**src/design/pcx_rle_line_encoder_macros.svh**
```systemverilog
// ----------------------------------------------------------------------------
// PCX RLE line encoder assertion macros
// Concurrent check macros, clocked on clk and quiet while arst_n is low.
// ----------------------------------------------------------------------------
`ifndef PCX_RLE_LINE_ENCODER_MACROS_SVH
`define PCX_RLE_LINE_ENCODER_MACROS_SVH

`ifndef NO_ASSERTIONS
// property must hold at every clock edge outside reset
`define PCX_ASSERT_CLK(lbl, prop, msg) \
	lbl: assert property (@(posedge clk) disable iff (!arst_n) prop) else $error(msg);
// condition must never be true outside reset
`define PCX_ASSERT_NEVER(lbl, cond, msg) \
	lbl: assert property (@(posedge clk) disable iff (!arst_n) !(cond)) else $error(msg);
`else
`define PCX_ASSERT_CLK(lbl, prop, msg)
`define PCX_ASSERT_NEVER(lbl, cond, msg)
`endif

`endif

```
**src/design/pcxrle_pkg.sv**
```systemverilog
// ----------------------------------------------------------------------------
// PCX RLE package
// Beat types, burst type, constants and the run-to-bytes function.
// ----------------------------------------------------------------------------
package pcxrle_pkg;

	localparam logic [7:0] RLE_MARK    = 8'hC0;
	localparam logic [5:0] RLE_MAX_RUN = 6'd63;

	// most bytes one pixel can cause: two flushed runs of two bytes each
	localparam int BURST_MAX = 4;
	localparam int BIDX_W    = $clog2(BURST_MAX);
	localparam int BCNT_W    = $clog2(BURST_MAX + 1);

	// burst queue depth
	localparam int Q_DEPTH = 4;
	localparam int QPTR_W  = $clog2(Q_DEPTH);
	localparam int QCNT_W  = $clog2(Q_DEPTH + 1);

	typedef struct packed {
		logic [7:0] pixel;
		logic       line_end;
	} pix_beat_t;

	typedef struct packed {
		logic [7:0] code_byte;
		logic       last_of_item;
	} code_beat_t;

	// bytes of one flushed run
	typedef struct packed {
		logic [7:0] b0;
		logic [7:0] b1;
		logic [1:0] n;
	} run_bytes_t;

	// all bytes caused by one pixel, in order, bytes[0] first
	typedef struct packed {
		logic [BURST_MAX-1:0][7:0] bytes;
		logic [BCNT_W-1:0]         count;
	} burst_t;

	// empty run: nothing; short low run: raw byte; else marker then value
	function automatic run_bytes_t run_emit(input logic [7:0] value, input logic [5:0] cnt);
		run_bytes_t r;
		r.b0 = value;
		r.b1 = value;
		if (cnt == 6'd0) begin
			r.n = 2'd0;
		end else if (cnt == 6'd1 && value[7:6] != 2'b11) begin
			r.n = 2'd1;
		end else begin
			r.b0 = RLE_MARK | {2'b00, cnt};
			r.n  = 2'd2;
		end
		return r;
	endfunction

endpackage

```
**src/design/pcxrle_front.sv**
```systemverilog
// ----------------------------------------------------------------------------
// PCX RLE front end
// Holds run state; takes one pixel per cycle unless q_full; builds byte burst.
// ----------------------------------------------------------------------------
module pcxrle_front (
	input  logic                  clk,
	input  logic                  arst_n,
	input  logic                  pix_valid,
	output logic                  pix_ready,
	input  pcxrle_pkg::pix_beat_t pix,
	input  logic                  q_full,
	output logic                  q_push,
	output pcxrle_pkg::burst_t    q_burst
);
	import pcxrle_pkg::*;

	logic [7:0] run_value_q;
	logic [5:0] run_count_q;
	logic       line_open_q;

	logic [7:0] val_n;
	logic [5:0] cnt_n;
	logic       open_n;
	logic [5:0] cnt_inc;
	logic [7:0] a_val;
	logic [5:0] a_cnt;
	logic [7:0] b_val;
	logic [5:0] b_cnt;
	run_bytes_t a_run;
	run_bytes_t b_run;
	logic       accept;

	assign pix_ready = !q_full;
	assign accept    = pix_valid && pix_ready;
	assign cnt_inc   = run_count_q + 6'd1;

	// classify pixel: first flush (value change or full run), then line end flush
	always_comb begin
		val_n  = run_value_q;
		cnt_n  = run_count_q;
		open_n = line_open_q;
		a_val  = run_value_q;
		a_cnt  = 6'd0;
		b_val  = run_value_q;
		b_cnt  = 6'd0;
		if (!line_open_q) begin
			val_n  = pix.pixel;
			cnt_n  = 6'd1;
			open_n = 1'b1;
		end else if (pix.pixel == run_value_q) begin
			if (cnt_inc == RLE_MAX_RUN) begin
				a_cnt = RLE_MAX_RUN;
				cnt_n = 6'd0;
			end else begin
				cnt_n = cnt_inc;
			end
		end else begin
			a_cnt = run_count_q;
			val_n = pix.pixel;
			cnt_n = 6'd1;
		end
		if (pix.line_end) begin
			b_val  = val_n;
			b_cnt  = cnt_n;
			cnt_n  = 6'd0;
			open_n = 1'b0;
		end
	end

	assign a_run = run_emit(a_val, a_cnt);
	assign b_run = run_emit(b_val, b_cnt);

	// pack both runs back to back
	always_comb begin
		q_burst.bytes = '{default: b_run.b1};
		q_burst.count = BCNT_W'({1'b0, a_run.n} + {1'b0, b_run.n});
		case (a_run.n)
			2'd0: begin
				q_burst.bytes[0] = b_run.b0;
				q_burst.bytes[1] = b_run.b1;
			end
			2'd1: begin
				q_burst.bytes[0] = a_run.b0;
				q_burst.bytes[1] = b_run.b0;
				q_burst.bytes[2] = b_run.b1;
			end
			default: begin
				q_burst.bytes[0] = a_run.b0;
				q_burst.bytes[1] = a_run.b1;
				q_burst.bytes[2] = b_run.b0;
				q_burst.bytes[3] = b_run.b1;
			end
		endcase
	end

	assign q_push = accept && (q_burst.count != '0);

	// run state
	always_ff @(posedge clk or negedge arst_n) begin
		if (!arst_n) begin
			run_value_q <= '0;
			run_count_q <= '0;
			line_open_q <= 1'b0;
		end else if (accept) begin
			run_value_q <= val_n;
			run_count_q <= cnt_n;
			line_open_q <= open_n;
		end
	end

endmodule

```
**src/design/pcxrle_queue.sv**
```systemverilog
// ----------------------------------------------------------------------------
// PCX RLE burst queue
// Small register queue of byte bursts between front and back ends.
// ----------------------------------------------------------------------------
module pcxrle_queue (
	input  logic               clk,
	input  logic               arst_n,
	input  logic               push,
	input  pcxrle_pkg::burst_t push_burst,
	input  logic               pop,
	output pcxrle_pkg::burst_t head,
	output logic               empty,
	output logic               full
);
	import pcxrle_pkg::*;

	burst_t              entry_q [Q_DEPTH];
	logic [QPTR_W-1:0]   wptr_q;
	logic [QPTR_W-1:0]   rptr_q;
	logic [QCNT_W-1:0]   count_q;
	logic                do_push;
	logic                do_pop;

	assign empty   = (count_q == '0);
	assign full    = (count_q == QCNT_W'(Q_DEPTH));
	assign do_push = push && !full;
	assign do_pop  = pop && !empty;
	assign head    = entry_q[rptr_q];

	// storage
	always_ff @(posedge clk) begin
		if (do_push) begin
			entry_q[wptr_q] <= push_burst;
		end
	end

	// pointers and fill level
	always_ff @(posedge clk or negedge arst_n) begin
		if (!arst_n) begin
			wptr_q  <= '0;
			rptr_q  <= '0;
			count_q <= '0;
		end else begin
			if (do_push) begin
				wptr_q <= wptr_q + QPTR_W'(1);
			end
			if (do_pop) begin
				rptr_q <= rptr_q + QPTR_W'(1);
			end
			if (do_push && !do_pop) begin
				count_q <= count_q + QCNT_W'(1);
			end else if (do_pop && !do_push) begin
				count_q <= count_q - QCNT_W'(1);
			end
		end
	end

endmodule

```
**src/design/pcxrle_back.sv**
```systemverilog
// ----------------------------------------------------------------------------
// PCX RLE back end
// Walks the head burst one byte per cycle into the output register when free.
// ----------------------------------------------------------------------------
module pcxrle_back (
	input  logic                   clk,
	input  logic                   arst_n,
	input  pcxrle_pkg::burst_t     head,
	input  logic                   empty,
	output logic                   pop,
	output logic                   code_valid,
	input  logic                   code_ready,
	output pcxrle_pkg::code_beat_t code
);
	import pcxrle_pkg::*;

	logic [BIDX_W-1:0] idx_q;
	logic              out_valid_q;
	code_beat_t        out_q;
	logic              load;
	logic              take;
	logic              at_last;

	assign load    = !out_valid_q || code_ready;
	assign take    = load && !empty;
	assign at_last = (BCNT_W'(idx_q) + BCNT_W'(1)) == head.count;
	assign pop     = take && at_last;

	assign code_valid = out_valid_q;
	assign code       = out_q;

	// output register payload
	always_ff @(posedge clk) begin
		if (take) begin
			out_q.code_byte    <= head.bytes[idx_q];
			out_q.last_of_item <= at_last;
		end
	end

	// byte index and output valid
	always_ff @(posedge clk or negedge arst_n) begin
		if (!arst_n) begin
			idx_q       <= '0;
			out_valid_q <= 1'b0;
		end else begin
			if (load) begin
				out_valid_q <= !empty;
			end
			if (take) begin
				idx_q <= at_last ? '0 : idx_q + BIDX_W'(1);
			end
		end
	end

endmodule

```
**src/design/pcx_rle_line_encoder.sv**
```systemverilog
// ----------------------------------------------------------------------------
// PCX RLE line encoder
// Takes one pixel beat per cycle and emits PCX run-length code beats. A pixel
// beat is taken every cycle while the four-entry burst queue has room; the
// output delivers one code byte per cycle while code_ready is high, so the
// sustained rate is one pixel per cycle as long as pixels cause at most one
// byte on average. A pixel that closes runs may cause up to four bytes, which
// the queue absorbs and the back end drains at one byte per cycle into a
// registered output. last_of_item marks the final byte caused by one pixel.
// ----------------------------------------------------------------------------
`include "pcx_rle_line_encoder_macros.svh"

module pcx_rle_line_encoder (
	input  logic                   clk,
	input  logic                   arst_n,
	input  logic                   pix_valid,
	output logic                   pix_ready,
	input  pcxrle_pkg::pix_beat_t  pix,
	output logic                   code_valid,
	input  logic                   code_ready,
	output pcxrle_pkg::code_beat_t code
);
	import pcxrle_pkg::*;

	logic   q_push;
	logic   q_pop;
	logic   q_full;
	logic   q_empty;
	burst_t q_in;
	burst_t q_head;

	pcxrle_front u_front (
		.clk       (clk),
		.arst_n    (arst_n),
		.pix_valid (pix_valid),
		.pix_ready (pix_ready),
		.pix       (pix),
		.q_full    (q_full),
		.q_push    (q_push),
		.q_burst   (q_in)
	);

	pcxrle_queue u_queue (
		.clk        (clk),
		.arst_n     (arst_n),
		.push       (q_push),
		.push_burst (q_in),
		.pop        (q_pop),
		.head       (q_head),
		.empty      (q_empty),
		.full       (q_full)
	);

	pcxrle_back u_back (
		.clk        (clk),
		.arst_n     (arst_n),
		.head       (q_head),
		.empty      (q_empty),
		.pop        (q_pop),
		.code_valid (code_valid),
		.code_ready (code_ready),
		.code       (code)
	);

	// checks
	`PCX_ASSERT_NEVER(a_no_overflow, q_push && q_full, "burst pushed into full queue")
	`PCX_ASSERT_NEVER(a_no_underflow, q_pop && q_empty, "burst popped from empty queue")
	`PCX_ASSERT_CLK(a_burst_nonempty, q_push |-> (q_in.count != '0), "empty burst queued")

endmodule

```
**config.mk**
```make
export PLATFORM = sky130hd
export DESIGN_NAME = pcx_rle_line_encoder
export DESIGN_NICKNAME = d
export VERILOG_FILES = /design/src/design/pcxrle_pkg.sv /design/src/design/pcxrle_front.sv /design/src/design/pcxrle_queue.sv /design/src/design/pcxrle_back.sv /design/src/design/pcx_rle_line_encoder.sv
export VERILOG_INCLUDE_DIRS = /design/src /design/src/design
export SDC_FILE = /design/constraint.sdc
export NUM_CORES = 1
export LEC_CHECK = 0
export BUFFER_PORTS_ARGS = -buffer_cell sky130_fd_sc_hd__buf_2
export CAP_MARGIN = 10
export CORE_MARGIN = 10
export CORE_UTILIZATION = 50
export CTS_CLUSTER_DIAMETER = 200
export CTS_CLUSTER_SIZE = 20
export DETAILED_ROUTE_END_ITERATION = 10
export PLACE_DENSITY = 0.66
export SKIP_LAST_GASP = 1
export SLEW_MARGIN = 5
export SYNTH_ARGS = -nofsm -noshare
export SYNTH_HDL_FRONTEND = slang
export SYNTH_HIERARCHICAL = 1
export SYNTH_SLANG_ARGS = --single-unit
```
**constraint.sdc**
```tcl
create_clock -name clk -period 8 [get_ports clk]
set_input_delay 0.8 -clock clk [delete_from_list [all_inputs] [get_ports clk]]
set_output_delay 0.8 -clock clk [all_outputs]
set_load 0.01 [all_outputs]
```
Yosys cells after proc, flatten, opt, wreduce, memory -nomap -nowiden
Memories as Yosys holds them, arrays and structs flattened.
Cells that the tools add are included.
W data, S select, Z words.

word-level totals
  bits in registers = 34
  memory bits (writable) = 140
  input bits = 13
  output and inout port bits = 11
  logic and storage cells = 81
  memories = 1

memory list
  name             depth  bits a word  read ports  clocked after Yosys merged registers in  write ports  line                RTL
  u_queue.entry_q  4      35           1           0                                        1            pcxrle_queue.sv:17  burst_t entry_q [Q_DEPTH];

cells by class
  add/sub/neg operators = 8
  magnitude comparators = 1
  eq/ne operators = 9
  muxes and demuxes = 29
  reductions and logical operators = 23

operators by type and width
  kind                   count
  $mux W8                9
  $mux W6                8
  $pmux W16 S2           1
  $bmux W8 S2            1
  $eq A6 B1 Y1 const B   2
  $logic_not A6 Y1       2
  $logic_and A1 B1 Y1    10
  $mux W2                5
  $eq A8 B8 Y1           1
  $add A2 B1 Y2 const B  3
  $add A6 B1 Y6 const B  1
  $eq A6 B6 Y1 const B   1
  $mux W3                2
  $logic_not A1 Y1       5
  $ne A2 B2 Y1 const B   2
  $add A2 B1 Y3 const B  1
  $add A2 B2 Y3          1
  $add A3 B1 Y3 const B  1
  $eq A3 B3 Y1           1
  $eq A3 B3 Y1 const B   1
  $logic_not A3 Y1       1
  $lt A2 B3 Y1 const B   1
  $mux W1                3
  $reduce_bool A3 Y1     1
  6 further kinds        6

Logic depth before layout (Yosys ltp)
Gate-level depths: netlist (run 1).

  depth after elaboration = 18
  mapped depth = 21
  mapped depth without buffers = 18

Cells and area by module
Netlist (run 1), hierarchy kept.

by module, submodules not included
  module        times used  cells an instance  area each (um2)  seq. area each (um2)
  pcxrle_queue  1           219                5535.3           4379.2
  pcxrle_front  1           206                1720.4           375.4
  pcxrle_back   1           36                 654.4            345.3

Least setup slack after synthesis (run 1)
Ideal clock, no wire load.

  path kind = in2reg
  start = in pix[6] (netlist bit)
  end = mem u_queue/entry_q[0][0] (netlist bit) (enable)
  setup time = 0.395 ns
  arrival time = 3.793 ns
  required time = 7.605 ns
  slack = 3.812 ns
  stages = 11
  buffers on the path = 1
  path through = xnor2_1 > and4_1 > nand3_1 > a22oi_1 > nand2_1 > fa_1 > nor3_1 > nor2_1 > nor2b_1 > buf_6 > and2_1

RTL lines
  element             line                        RTL
  start: declaration  pcx_rle_line_encoder.sv:18  input pcxrle_pkg::pix_beat_t pix,
  end: declaration    pcxrle_queue.sv:17

==> impl_metrics.env, run 1 <==
export IMPL_cp_end_kind="register"
export IMPL_drive_above_1_share_pct=24.4
export IMPL_irDropWorstVdd_uv=168
export IMPL_period_minus_slack_ps=4790
export IMPL_path_clk_slew_ps=60
export IMPL_synth_seq_cells=174
export IMPL_grt_pass1_vias=4377
export IMPL_post_route_util_pct=56.8
export IMPL_grt_total_usage_pct=15.3
export IMPL_via_count=4220
export IMPL_seqPwrFrac_pct=44.5
export IMPL_fin_cells=711
export IMPL_crit_fanout=16
export IMPL_yosys_warnings=6
export IMPL_regArea_um2=5100
export IMPL_synth_edf_count=149
export IMPL_nNetsFinal=510
export IMPL_drtPass1Iterations=5
export IMPL_pwr_share_comb_pct=29.4
export IMPL_p_int_mw=2.14
export IMPL_slew_headroom_pct=45.7
export IMPL_coreArea_um2=15400
export IMPL_drtIter0Drc=367
export IMPL_drv_cap=0
export IMPL_grt_antenna_before_repair=0
export IMPL_cp_required_ps=8360
export IMPL_viasPerCell=5.94
export IMPL_r2r_start="u_front/run_count_q[0]$_DFFE_PN0P_"
export IMPL_fillers=1192
export IMPL_p_per_area_nw_per_um2=349
export IMPL_layout_common_cells="edfxtp_1 (149), mux4_2 (36), dfrtp_1 (24)"
export IMPL_synth_nets=485
export IMPL_async_flop_share_pct=14.4
export IMPL_hp_class="in2async"
export IMPL_post_route_period_util_pct=59.9
export IMPL_drv_slew=0
export IMPL_syn_area_um2=7910
export IMPL_status="finished clean"
export IMPL_worstSetupPathType="reg2reg"
export IMPL_worstMarginPinSlew_ps=815
export IMPL_startpoint="u_front/run_count_q[0]$_DFFE_PN0P_"
export IMPL_grt_max_degree=38
export IMPL_cts_sinks=174
export IMPL_htree_levels=4
export IMPL_grt_pass1_wl_um=25400
export IMPL_design_area_um2=8730
export IMPL_cts_resized=0
export IMPL_setup_violations_final=0
export IMPL_drc=0
export IMPL_area_delta_synth_final_pct=10.3
export IMPL_hold_violations=0
export IMPL_globalRoute_totalOverflow=0
export IMPL_finalWirelength_um=15700
export IMPL_clk_path_buf_depth=2
export IMPL_antenna_left=0
export IMPL_gp_congestion=0.929
export IMPL_timing_setup_tns_ps=0
export IMPL_clk_latency_ps=430
export IMPL_leakage_nw=3.08
export IMPL_cts_tree="yes"
export IMPL_cts_hold_buf=0
export IMPL_postCtsSetupRepairBufs=0
export IMPL_fmax_ghz=0.209
export IMPL_syn_avg_cell_area_um2=17.2
export IMPL_start_util_pct=51.5
export IMPL_skew_ps=17.2
export IMPL_routedWlPerCell_um=22.1
export IMPL_postPlaceCellArea_um2=8160
export IMPL_root_buffer="clkbuf_16"
export IMPL_die_height_um=146
export IMPL_rows=45
export IMPL_power_share_clock_pct=26.1
export IMPL_placedCellCount=678
export IMPL_yosysUniqueCellTypes=64
export IMPL_arrival_ps=5150
export IMPL_synth_cells=461
export IMPL_yosysSeqAreaShare_pct=64.5
export IMPL_die_x_um=146
export IMPL_holdWs_ps=399
export IMPL_cts_buffers=17
export IMPL_dieArea_um2=21300
export IMPL_io_buffers=23
export IMPL_multi_input_area_um2=2540
export IMPL_critPathLaunchType="register"
export IMPL_ios=24
export IMPL_p_sw_mw=0.908
export IMPL_rsz0062_at_grt="no"
export IMPL_dpl_hpwl_um=9950
export IMPL_swShare_pct=29.8
export IMPL_ys_flop_type="edfxtp_1"
export IMPL_layout_commonest_cell="edfxtp_1"
-- Yosys cell counts (6+ instances only) --
| master | count | area (um2) |
|---|---|---|
| dfrtp_1 | 25 | 626 |
| o21ai_0 | 12 | 60.1 |
| nand2_1 | 16 | 60.1 |
| clkbuf_1 | 7 | 26.3 |
| edfxtp_1 | 149 | 4470 |
| nand3_1 | 7 | 35.0 |
| nor2_1 | 23 | 86.3 |
| mux4_1 | 7 | 184 |
| ha_1 | 9 | 113 |
| mux4_2 | 36 | 811 |
| mux2_2 | 15 | 169 |
| inv_1 | 21 | 78.8 |
| a211o_1 | 6 | 52.6 |
| buf_2 | 6 | 30.0 |
| xnor2_1 | 17 | 149 |
| a22o_1 | 6 | 52.6 |
| o31ai_1 | 6 | 45.0 |
-- critical path: stages, from the launching register on --
cell     delay [ps]
dfrtp_1         670
ha_1            370
nand3_1         120
xnor2_1         310
o211a_1         440
nor3_1          100
o211a_1         230
ha_1            190
fa_1            560
nor3_1           90
nor2_1          120
nor2b_1         410
ha_1            270
inv_1            60
fa_1            370
xor2_1          150
nor2_1          100
xor2_1          160
-- stage by stage --
step	total power, mW	setup slack (ps)
final	3.05	3210
after global routing	3.21	2690
after CTS	3.08	3230
after detailed placement	2.28	3230
after global placement	2.26	3360
after floorplan	2.07	3810
-- layer usage --
metal	share of wire (%)	wire length, um	GRT usage, %	vias up
met4	1.6	255	5.86	0
met2	49	7640	23.7	140
li1	-	-	-	1898
met3	5.1	802	3.76	19
met1	45	7020	20.5	2163
met5	0	0	0	-
-- area by class of cell --
cell class / count / share of cell area, %
Sequential cell: 174 / 58.5
Multi-Input combinational cell: 242 / 29.1
Clock buffer: 22 / 5.20
Tap cell: 211 / 3.03
Timing Repair Buffer: 30 / 1.92
Clock inverter: 10 / 1.32
Inverter: 21 / 0.903
Antenna cell: 1 / 0.0287
-- flip-flops by register name, indices dropped and copies added, names as in the netlist, 2 cells and up --
name and cells:
u_front/run_count_q 6, u_queue/count_q 3, u_queue/rptr_q 2, u_front/a_val 8, u_queue/wptr_q 2, u_back/idx_q 2, u_back/code 9, u_queue/entry_q 140
-- final timing paths --
kind	to	slack (ps)	cells past startpoint
max in group asynchronous	u_queue/rptr_q[0]$_DFFE_PN0P_	7130	1
worst min register to register	u_queue/count_q[2]$_DFFE_PN0P_	500	1
worst min-delay path	u_queue/count_q[0]$_DFFE_PN0P_	400	1
worst max-delay path	u_queue/count_q[2]$_DFFE_PN0P_	3210	17
min in group clk	u_queue/count_q[2]$_DFFE_PN0P_	500	1
worst max register to register	u_queue/count_q[2]$_DFFE_PN0P_	3210	17
-- cells by family (layout without fill, tap and decap cells) --
family / after synthesis / after routing / synth area share, %
compound gates: 66 / 66 / 6.83
fa+ha+maj: 11 / 11 / 1.93
flops: 174 / 174 / 64.5
simple gates: 78 / 78 / 5.16
mux: 66 / 66 / 15.9
buf+inv: 45 / 83 / 3.37
xor+xnor: 21 / 21 / 2.33
other cells: 0 / 1 / 0
-- power by group through the flow --
stage	registers, mW	clock network, mW	logic (mW)
floorplan	1.33	0	0.734
global placement	1.37	0	0.894
detailed placement	1.38	0	0.908
CTS	1.36	0.811	0.912
global route	1.38	0.850	0.985
finish	1.36	0.796	0.894
Note: power is estimated with default switching activity, not from simulation.
==> run 2: changes to the inputs <==
- clock period: 8 -> 4.73 ns (I/O delays scaled with it)
==> run 2 against run 1 <==
Worst hold slack got worse by 340 ps; register-to-register slack got worse by 2800 ps; largest power group unchanged; largest cell class unchanged; clock power rose by 75%.
==> impl_metrics.env, run 2 (synthesis gave the netlist of run 1 again) <==
export IMPL_critPathLaunchType="register"
export IMPL_routedWlPerCell_um=22.4
export IMPL_coreArea_um2=15400
export IMPL_root_buffer="clkbuf_16"
export IMPL_postCtsSetupRepairBufs=0
export IMPL_antenna_left=0
export IMPL_cp_end_kind="register"
export IMPL_design_area_um2=8860
export IMPL_cts_sinks=174
export IMPL_grt_pass1_wl_um=26000
export IMPL_clk_latency_ps=430
export IMPL_largest_reg_flops=140
export IMPL_cts_hold_buf=0
export IMPL_ios=24
export IMPL_arrival_ps=4640
export IMPL_power_share_clock_pct=26.5
export IMPL_hold_violations=0
export IMPL_use_met3_pct=3.45
export IMPL_skew_ps=9.46
export IMPL_dpl_hpwl_um=10600
export IMPL_timing_final_ws_setup_ps=411
export IMPL_htree_levels=4
export IMPL_globalRoute_totalOverflow=0
export IMPL_dp_slack_ps=472
export IMPL_p_int_mw=3.64
export IMPL_dieArea_um2=21300
export IMPL_die_height_um=146
export IMPL_irDropWorstVdd_uv=318
export IMPL_layout_common_cells="edfxtp_1 (149), mux4_2 (36), dfrtp_1 (24)"
export IMPL_post_route_util_pct=57.6
export IMPL_period_minus_slack_ps=4320
export IMPL_drtPass1Iterations=5
export IMPL_post_route_period_util_pct=91.3
export IMPL_grt_use_met1_pct=20.9
export IMPL_area_delta_synth_final_pct=12.0
export IMPL_path_clk_slew_ps=70
export IMPL_gp_congestion=0.922
export IMPL_regMostFlops="u_queue/entry_q"
export IMPL_p_sw_mw=1.60
export IMPL_worstSetupPathType="reg2reg"
export IMPL_grt_pass1_vias=4498
export IMPL_drc=0
export IMPL_grt_use_met2_pct=24.5
export IMPL_p_per_area_nw_per_um2=592
export IMPL_nNetsFinal=519
export IMPL_slew_headroom_pct=39.1
export IMPL_rsz0062_at_grt="no"
export IMPL_viasPerCell=5.96
export IMPL_grt_max_degree=36
export IMPL_rows=45
export IMPL_diodes=0
export IMPL_swShare_pct=30.5
export IMPL_layout_commonest_cell="edfxtp_1"
export IMPL_p_total_mw=5.25
export IMPL_grt_busiest_layer="met2"
export IMPL_cts_tree="yes"
export IMPL_start_util_pct=51.5
export IMPL_setup_violations_final=0
export IMPL_worstMarginPinSlew_ps=904
export IMPL_pwr_share_comb_pct=29.5
export IMPL_seqPwrFrac_pct=44.1
export IMPL_timing_setup_tns_ps=0
export IMPL_cts_resized=0
export IMPL_postPlaceCellArea_um2=8270
export IMPL_grt_antenna_before_repair=0
export IMPL_crit_fanout=11
export IMPL_fmax_ghz=0.232
export IMPL_finalWirelength_um=16100
export IMPL_grt_total_usage_pct=15.7
export IMPL_leakage_nw=3.13
export IMPL_cts_buffers=17
export IMPL_status="finished clean"
export IMPL_hp_class="in2async"
export IMPL_cp_required_ps=5050
export IMPL_drive_above_1_share_pct=26.8
export IMPL_drtIter0Drc=397
export IMPL_io_buffers=23
export IMPL_via_count=4285
export IMPL_clk_path_buf_depth=2
export IMPL_drv_slew=0
export IMPL_drv_cap=0
export IMPL_die_x_um=146
run 2: critical path: stages (launching register included):
cell and delay [ps]:
dfrtp_1 540, ha_1 350, inv_1 130, mux2_2 300, a31oi_2 260, or4b_4 530, nand2_1 180, fa_1 500
nor3_1 220, nor2_1 60, nor2b_1 150, ha_1 240, inv_1 70, fa_1 400, mux2_2 260
run 2: final timing paths:
kind / slack (ps) / startpoint / cells past startpoint / to
max in group asynchronous: 4210 / arst_n / 1 / u_queue/rptr_q[0]$_DFFE_PN0P_
worst min-delay path: 60 / arst_n / 1 / u_front/run_count_q[0]$_DFFE_PN0P_
min in group clk: 320 / pix[3] / 2 / u_front/a_val[2]$_DFFE_PN0P_
worst max-delay path: 410 / u_front/run_count_q[1]$_DFFE_PN0P_ / 14 / u_queue/count_q[1]$_DFFE_PN0P_
worst max register to register: 410 / u_front/run_count_q[1]$_DFFE_PN0P_ / 14 / u_queue/count_q[1]$_DFFE_PN0P_
worst min register to register: 490 / u_queue/count_q[2]$_DFFE_PN0P_ / 1 / u_queue/count_q[2]$_DFFE_PN0P_
run 2: routing by layer:
metal  vias to the layer above  share of wire (%)
met5                         -                  0
met4                         0                1.4
met3                        20                5.4
met2                       141                 48
met1                      2210                 45
li1                       1914                  -
run 2: power groups by stage:
stage                     logic, mW  registers [mW]  clock network (mW)
after floorplan                1.24            2.25                   0
after global placement         1.54            2.33                   0
after detailed placement       1.56            2.35                   0
after CTS                      1.57            2.32                1.42
after global routing           1.69            2.35                1.48
final                          1.55            2.31                1.39
run 2: stage by stage:
stage	hold WS, ps	instances
final	63.6	719
after global routing	107	719
after CTS	70.5	719
after detailed placement	474	687
after global placement	467	687
after floorplan	177	461
run 2: layout make-up:
class                      count  area (um2)
multi-input combinational    242        2540
fill                        1154        6510
clock buffer                  17         425
tap                          211         264
timing repair buffer          39         285
inverter                      21        78.8
sequential                   174        5100
clock inverter                15         163
==> run 3: changes to the inputs <==
- ABC_AREA: unset -> 1
==> run 3 against run 2 <==
Sequential share of layout area shrank 5.5 points; worst setup slack improved by 160 ps; final cell count rose by 59%; sequential cell count did not move; combinational power increased by 31%; via count increased by 43%; critical path type unchanged; highest routed layer unchanged; global-route usage increased by 1.2 points.
==> impl_metrics.env, run 3 <==
export IMPL_status="finished clean"
export IMPL_post_route_util_pct=56.5
export IMPL_cp_end_kind="register"
export IMPL_post_route_period_util_pct=87.9
export IMPL_clk_latency_ps=440
export IMPL_globalRoute_totalOverflow=0
export IMPL_arrival_ps=4290
export IMPL_holdWs_ps=70.0
export IMPL_finalWirelength_um=19700
export IMPL_crit_chain="ha_1 -> or2_1 -> nand3_2 -> nor2_4 -> nand2_4 -> nor2_8 -> nor2_4 -> nor2_2 -> nand2_1 -> nand2_2 -> nor2_8 -> nand2_4 -> inv_2 -> ha_1 -> fa_1 -> nor3_1 -> nor2_1 -> nand2_1 -> buf_4 -> nor2_4 -> buf_12"
export IMPL_start_util_pct=51.2
export IMPL_irDropWorstVdd_uv=309
export IMPL_fin_cells=1145
export IMPL_cts_sinks=174
export IMPL_dpl_hpwl_um=13200
export IMPL_dieArea_um2=23500
export IMPL_drive_above_1_share_pct=16.4
export IMPL_synth_edf_count=149
export IMPL_power_share_clock_pct=25.6
export IMPL_synth_nets=913
export IMPL_yosys_area_top_type_share_pct=50.4
export IMPL_cts_tree="yes"
export IMPL_slew_headroom_pct=35.4
export IMPL_p_int_mw=3.68
export IMPL_root_buffer="clkbuf_16"
export IMPL_period_minus_slack_ps=4160
export IMPL_hold_violations=0
export IMPL_cpMostUsedCell="nor2_4"
export IMPL_p_sw_mw=2.20
export IMPL_p_total_mw=5.88
export IMPL_die_x_um=153
export IMPL_async_flop_share_pct=14.4
export IMPL_largest_reg_flops=140
export IMPL_routedWlPerCell_um=17.2
export IMPL_cts_resized=0
export IMPL_ios=24
export IMPL_syn_avg_cell_area_um2=9.99
export IMPL_synth_cells=889
export IMPL_path_clk_slew_ps=70
export IMPL_synth_seq_cells=174
export IMPL_yosysUniqueCellTypes=43
export IMPL_gp_congestion=0.865
export IMPL_cts_buffers=17
export IMPL_placedCellCount=1113
export IMPL_p_per_area_nw_per_um2=600
export IMPL_grt_total_usage_pct=16.9
export IMPL_drtPass1Iterations=5
export IMPL_regArea_um2=5100
export IMPL_drv_slew=0
export IMPL_coreArea_um2=17400
export IMPL_multi_input_area_um2=3000
export IMPL_cts_hold_buf=0
export IMPL_fmax_ghz=0.240
export IMPL_pwr_share_comb_pct=34.5
export IMPL_critPathLaunchType="register"
export IMPL_yosys_top_cells_area="edfxtp_1 (50%), nand2_1 (10%), dfrtp_1 (7.0%), o211ai_1 (5.9%), inv_1 (5.3%)"
export IMPL_swShare_pct=37.4
export IMPL_die_height_um=153
export IMPL_rr_worst_depth=21
export IMPL_htree_levels=4
export IMPL_drtIter0Drc=387
export IMPL_antenna_left=0
export IMPL_rows=48
export IMPL_worstSetupPathType="reg2reg"
export IMPL_syn_area_um2=8880
export IMPL_via_count=6118
export IMPL_area_delta_synth_final_pct=10.4
export IMPL_cp_slowest_cell="fa_1"
export IMPL_grt_pass1_vias=5731
export IMPL_cp_required_ps=4870
export IMPL_synth_most_common_cell="nand2_1"
export IMPL_grt_antenna_before_repair=0
export IMPL_setup_violations_final=0
export IMPL_grt_pass1_wl_um=31400
export IMPL_leakage_nw=4.20
export IMPL_path_delay_family="simple AND/OR/NAND/NOR gates"
export IMPL_drc=0
export IMPL_skew_ps=11.9
export IMPL_regMostFlops="u_queue/entry_q"
export IMPL_postCtsSetupRepairBufs=0
export IMPL_worstMarginPinSlew_ps=959
export IMPL_diodes=0
export IMPL_synth_top_cell_by_area="edfxtp_1"
export IMPL_ys_flop_type="edfxtp_1"
export IMPL_timing_setup_tns_ps=0
export IMPL_yosys_warnings=6
export IMPL_viasPerCell=5.34
export IMPL_layout_common_cells="nand2_1 (238), edfxtp_1 (149), inv_1 (126)"
export IMPL_layout_commonest_cell="nand2_1"
export IMPL_yosysSeqAreaShare_pct=57.4
export IMPL_crit_buf_inv=3
export IMPL_grt_max_degree=98
export IMPL_rsz0062_at_grt="no"
export IMPL_hp_class="in2async"
export IMPL_nNetsFinal=931
export IMPL_io_buffers=23
export IMPL_crit_fanout=26
export IMPL_critPathMaxStageDelay_ps=560
export IMPL_ys_top_cells_by_count="nand2_1 (238), edfxtp_1 (149), inv_1 (126)"
export IMPL_fillers=1525
export IMPL_clk_path_buf_depth=2
export IMPL_drv_cap=0
export IMPL_seqPwrFrac_pct=39.9
export IMPL_cp_depth=21
## run 3: cell count changes in the layout (fill, tap and decap cells not counted), sizes merged, moves of 18 or more
| cell | before | now |
|---|---|---|
| inv | 26 | 148 |
| mux2 | 18 | 0 |
| mux4 | 43 | 0 |
| nand2 | 16 | 254 |
| nand3 | 7 | 44 |
| nor2 | 23 | 56 |
| o211ai | 3 | 70 |
| o21ai | 12 | 48 |
## run 3: path summary, 6_finish.rpt
kind                                                     from                               to  slack [ps]
setup / recovery           u_front/run_count_q[1]$_DFFE_PN0P_  u_queue/entry_q[1][9]$_DFFE_PP_         570
hold / removal                                         arst_n     u_front/a_val[0]$_DFFE_PN0P_          70
setup reg to reg           u_front/run_count_q[1]$_DFFE_PN0P_  u_queue/entry_q[1][9]$_DFFE_PP_         570
hold reg to reg                 u_back/code_valid$_DFFE_PN0N_    u_back/code_valid$_DFFE_PN0N_         520
max in group asynchronous                              arst_n      u_back/idx_q[0]$_DFFE_PN0P_        4200
min in group clk                                   code_ready    u_back/code_valid$_DFFE_PN0N_         310
## run 3: logic make-up (layout without fill, tap and decap cells)
family / Yosys count / after routing / synth area share (%)
XOR/XNOR: 4 / 4 / 0.564
flip-flops: 174 / 174 / 57.4
AO/OA/AOI/OAI: 152 / 152 / 12.1
buffers and inverters: 182 / 213 / 9.12
AND/OR/NAND/NOR: 366 / 366 / 19.0
adder cells (fa/ha/maj): 11 / 11 / 1.72
## run 3: through the flow
step	instance area, um2	setup slack [ps]
final	9800	571
after global routing	9800	165
after CTS	9800	561
after detailed placement	9170	557
after global placement	9170	609
after floorplan	8880	-84.9
## run 3: final cells by class
| type | count | area share, % |
|---|---|---|
| Sequential cell | 174 | 52.0 |
| Multi-Input combinational cell | 533 | 30.6 |
| Clock buffer | 17 | 4.34 |
| Inverter | 147 | 5.64 |
| Clock inverter | 15 | 2.11 |
| Timing Repair Buffer | 34 | 2.40 |
| Tap cell | 225 | 2.87 |
## run 3: worst reg2reg max path, delay by kind of cell (launching register included)
family                   cells  cell delay, ps
AND/OR/NAND/NOR             15            1780
flip-flops                   1             470
adder cells (fa/ha/maj)      3            1050
buffers and inverters        3             550
## run 3: power by group through the flow
stage	sequential, mW	clock [mW]	combinational [mW]
floorplan	2.33	0	1.53
global placement	2.37	0	2.00
detailed placement	2.38	0	2.04
CTS	2.35	1.53	2.05
global route	2.38	1.59	2.29
finish	2.35	1.50	2.03
## run 3: metal layers
| layer | track usage (%) | vias up | part of all wire [%] |
|---|---|---|---|
| li1 | - | 3029 | - |
| met1 | 21.7 | 2933 | 45 |
| met2 | 27.8 | 137 | 49 |
| met3 | 3.70 | 19 | 4.3 |
| met4 | 5.31 | 0 | 1.6 |
| met5 | 0 | - | 0 |
